===== src/rtl/core/lia_pkg.sv =====
`timescale 1ns / 1ps

package lia_pkg;

  localparam int CFG_INDEX_W = 2;
  localparam int CFG_DATA_W  = 32;
  localparam int LAST_W      = 10;
  localparam int SAMPLE_W    = 32;
  localparam int ENTRY_W     = 32;
  localparam int ACT_W       = 48;

  localparam logic [CFG_INDEX_W-1:0] CFG_ARGUMENT_SCALE   = 2'd0;
  localparam logic [CFG_INDEX_W-1:0] CFG_LAST_TABLE_INDEX = 2'd1;
  localparam logic [CFG_INDEX_W-1:0] CFG_FUNCTION_SELECT  = 2'd2;
  localparam logic [CFG_INDEX_W-1:0] CFG_MULTIPLY_ENABLE  = 2'd3;

  localparam logic [31:0]       RESET_ARGUMENT_SCALE   = 32'd65536;
  localparam logic [LAST_W-1:0] RESET_LAST_TABLE_INDEX = 10'd1023;

  localparam logic OP_EVALUATE = 1'b0;
  localparam logic OP_WRITE    = 1'b1;

  localparam logic FUNC_TANH     = 1'b0;
  localparam logic FUNC_LOGISTIC = 1'b1;

  typedef struct packed {
    logic [31:0]       argument_scale;
    logic [LAST_W-1:0] last_table_index;
    logic              function_select;
    logic              multiply_enable;
  } cfg_t;

  typedef struct packed {
    logic                       beyond;
    logic                       neg;
    logic [30:0]                frac;
    logic signed [SAMPLE_W-1:0] multiplier;
    logic                       block_end;
  } meta_t;

endpackage


===== src/rtl/core/lia_cfg.sv =====
`timescale 1ns / 1ps

module lia_cfg (
  input  logic                            clk,
  input  logic                            rst,
  input  logic                            cfg_valid,
  output logic                            cfg_ready,
  input  logic [lia_pkg::CFG_INDEX_W-1:0] cfg_index,
  input  logic [lia_pkg::CFG_DATA_W-1:0]  cfg_data,
  output lia_pkg::cfg_t                   cfg
);
  import lia_pkg::*;

  assign cfg_ready = 1'b1;

  always_ff @(posedge clk) begin
    if (rst) begin
      cfg.argument_scale   <= RESET_ARGUMENT_SCALE;
      cfg.last_table_index <= RESET_LAST_TABLE_INDEX;
      cfg.function_select  <= FUNC_TANH;
      cfg.multiply_enable  <= 1'b0;
    end else if (cfg_valid && cfg_ready) begin
      unique case (cfg_index)
        CFG_ARGUMENT_SCALE:   cfg.argument_scale   <= cfg_data;
        CFG_LAST_TABLE_INDEX: cfg.last_table_index <= cfg_data[LAST_W-1:0];
        CFG_FUNCTION_SELECT:  cfg.function_select  <= cfg_data[0];
        CFG_MULTIPLY_ENABLE:  cfg.multiply_enable  <= cfg_data[0];
      endcase
    end
  end

endmodule


===== config.mk =====
export PLATFORM = sky130hd
export DESIGN_NAME = lia_cfg
export DESIGN_NICKNAME = d
export VERILOG_FILES = /design/src/rtl/core/lia_pkg.sv /design/src/rtl/core/lia_cfg.sv
export SDC_FILE = /design/constraint.sdc
export NUM_CORES = 1
export LEC_CHECK = 0
export BUFFER_PORTS_ARGS = -buffer_cell sky130_fd_sc_hd__buf_2
export CORE_AREA = 2 2 68 70
export CTS_CLUSTER_DIAMETER = 40
export CTS_CLUSTER_SIZE = 24
export DETAILED_ROUTE_END_ITERATION = 10
export DIE_AREA = 0 0 70 72
export PLACE_DENSITY = 0.77
export SYNTH_ARGS = -nofsm -noshare
export SYNTH_HDL_FRONTEND = slang
export SYNTH_SLANG_ARGS = --single-unit

===== constraint.sdc =====
create_clock -name clk -period 1.2 [get_ports clk]
set_input_delay 0.24 -clock clk [delete_from_list [all_inputs] [get_ports clk]]
set_output_delay 0.24 -clock clk [all_outputs]
set_load 0.05 [all_outputs]

Yosys cells after proc, flatten, opt, wreduce, memory -nomap -nowiden
Index checks and enable logic that the tools add are counted.
Storage, ports and cells
  register bits: 44
Operators by class
  reductions and logical operators: 5
  equality and inequality tests: 3
Operators by type and width (count)
  $reduce_and A2 Y1: 4
  $eq A2 B2 Y1 const B: 2
  $eq A2 B1 Y1 const B: 1
  $logic_not A2 Y1: 1

Longest topological paths before layout
  depth after elaboration: 2
  mapped depth: 4

Least setup slack after synthesis
OpenSTA, ideal clock, no wires.
  path kind: input -> register
  start: input port cfg_index[1] (netlist bit)
  end: register cfg[12] (netlist bit)
  cell stages on the path: 4
  path slack: 263 ps
  arrival time: 866 ps
  path buffers: 2
  cell sequence: nor3b_2 buf_6 buf_12 mux2i_1
Between the ends
  word-level cells in the longest chain between the ends: 2
RTL lines
  start: declaration: line lia_cfg.sv:8  | input logic [lia_pkg::CFG_INDEX_W-1:0] cfg_index,
  $logic_not A2 Y1: line lia_cfg.sv:23  | unique case (cfg_index)
  $reduce_and A2 Y1 (no source line)
  end: declaration: line lia_cfg.sv:10  | output lia_pkg::cfg_t cfg
Every way passes these cells.
A chain may end at the register's enable or synchronous reset.

Worst setup path after layout
  start: register cfg[13] (netlist bit)
  end: output port cfg[13] (netlist bit)
No word-level cell between the ends.

==> results_dict.tcl <==
set metrics [dict create \
    status "finished clean" \
    die_x_um 70 \
    largest_register_ffs 44 \
    ir_drop_mv 0.861 \
    ys_top_cells_by_area "dfxtp_1 (45%), mux2i_1 (22%), nand2b_1 (20%), nor2_1 (4.2%), buf_12 (3.0%)" \
    placement.io_buffers 80 \
    final_cells 324 \
    synth_top_area_frac 0.446 \
    post_cts_buffers 0 \
    drc 0 \
    clock_skew_ps 0 \
    clk_latency_ps 280 \
    yosys.cell_count.top_type "nand2b_1" \
    synth_fp_nets 231 \
    hold_violations 0 \
    syn2layout_area_growth_pct 25.7 \
    numCtsBuffers 5 \
    detail_route.wl_per_cell_um 11.2 \
    p_leak_nw 1.09 \
    cts_hold_buf 0 \
    synth_area_um2 1970 \
    reg2reg_setup_slack_ps 590 \
    die_height_um 72 \
    fin_tns_setup_ps 0 \
    synth_common_cells "nand2b_1 (64), dfxtp_1 (44), mux2i_1 (44), nor2_1 (22), clkbuf_1 (6)" \
    synthFlopType "dfxtp_1" \
    ys_warn_count 0 \
    cts_tree "done" \
    worstPathRequired_ps 960 \
    cp.depth 1 \
    top_regs "cfg x44" \
    p_per_area_nw_per_um2 1200 \
    start_util 0.463 \
    antenna_found_initial 0 \
    min_to "cfg[22]" \
    drv_cap 0 \
    startpoint_type "flip-flop" \
    firstDrtPassIters 4 \
    synth-seq-area-share 0.446 \
    htree_num_levels 2 \
    ctsResizeCount 0 \
    final_cell_area_um2 2480 \
    yosysTopAreaCell "dfxtp_1" \
    ys_ff_latch 44 \
    worst_slack_ps 49.7 \
    r2r_cells 2 \
    fin_util 0.582 \
    clock.fmax_ghz 0.869 \
    r2r-end "cfg[7]" \
    whs_ps 206 \
    dp_slack_ps 16.4 \
    synthCells 194 \
    num_vias 1482 \
    fp-row-count 24 \
    ios 82 \
    criticalPathCategory "reg -> out" \
    hp-start "cfg_data[10]" \
    fill_cells 414 \
    period_needed_ps 1150 \
    hold_depth 3 \
    crit_chain "buf_2" \
    detailed_place_hpwl_mm 2.67 \
    antennaDiodeCount 0 \
    ys_async_sr_fraction 0 \
    grt_pass1_vias 1448 \
    path_max_fanout 2 \
    clkSlewWorstSetupHoldPaths_ps 80 \
    cts_buffer_depth 2 \
    arrival_ps 910 \
    path_delay_family "flip-flops" \
    yosys.cell_types.count 14 \
    grt_pass1_wl_mm 6.02 \
    gr-usage-all-layers 0.147 \
    wl_mm 3.62 \
    finalSetupViolCount 0 \
    regMostFlops "cfg" \
    dieArea_um2 5040 \
    place_congestion 0.709 \
    grt_overflow 0 \
    final_net_count 308 \
    crit_slowest_cell "dfxtp_1" \
    drt_iter0_markers 32 \
    hold_path.class "in -> reg" \
    report.final.slew_viol_count 0 \
    cts_root_buf "clkbuf_8" \
    coreArea_um2 4260 \
    drive_gt1_frac 0.342 \
    cp_num_buf_inv 1 \
    fin_crit_sh 0.959 \
    synth_edf_count 0 \
    r2r-start "cfg[7]" \
    cpPeakStageDelay_ps 350 \
    avgViaCountPerCell 4.57 \
    clock_sinks 44 \
    endpoint_kind "output pin" \
    place_inst 316 \
    avgSynthCellArea_um2 10.2 \
    ant_nets 0 \
    rsz0062_at_grt "false" \
    p_total_mw 2.98 \
    post_dp_cell_area_um2 2390 \
    grt_max_degree 43 \
]
[routing by layer]
layer	track usage	wire, um	vias to the layer above
li1	-	-	770
met1	0.172	1620	660
met2	0.251	1700	48
met3	0.0486	273	4
met4	0.0577	30	0
met5	0	0	-
[cell families after synthesis]
family                 Yosys count  synth area share
buffers and inverters           15            0.0659
AND/OR/NAND/NOR                 90             0.263
multiplexers                    44             0.223
other                            1           0.00190
flip-flops                      44             0.446
[layout make-up]
class | instances | area (um2) | share of cell area
multi-input cells | 135 | 968 | 0.391
flip-flops and latches | 44 | 881 | 0.355
clock buffers | 8 | 90.1 | 0.0363
well taps | 52 | 65.1 | 0.0262
repair buffers | 85 | 475 | 0.192
[worst max-delay path by stage]
stage / to / slack [ps] / from
finish: cfg[13] / 50 / cfg[13]
global route: cfg[31] / 4 / cfg[31]
CTS: cfg[31] / 40 / cfg[31]
detailed placement: cfg[31] / 20 / cfg_index[1]
global placement: cfg[24] / 60 / cfg_index[1]
floorplan: cfg[12] / 260 / cfg_index[1]
[layout by cell type, fill, tap and decap left out]
cell type	instances
buf_2	80
nand2b_1	64
mux2i_1	44
dfxtp_1	44
nor2_1	22
clkbuf_8	6
buf_12	3
clkbuf_1	2
buf_4	2
nor3b_4	1
and3b_2	1
nand3b_1	1
nand3_1	1
conb_1	1
[where the power goes]
group	leakage, nW	internal (mW)	switching, mW	total (mW)
logic	0.686	0.192	0.328	0.520
registers	0.358	1.51	0.0249	1.54
clock network	0.0455	0.470	0.458	0.928
Power figures use the tool's default switching activity.
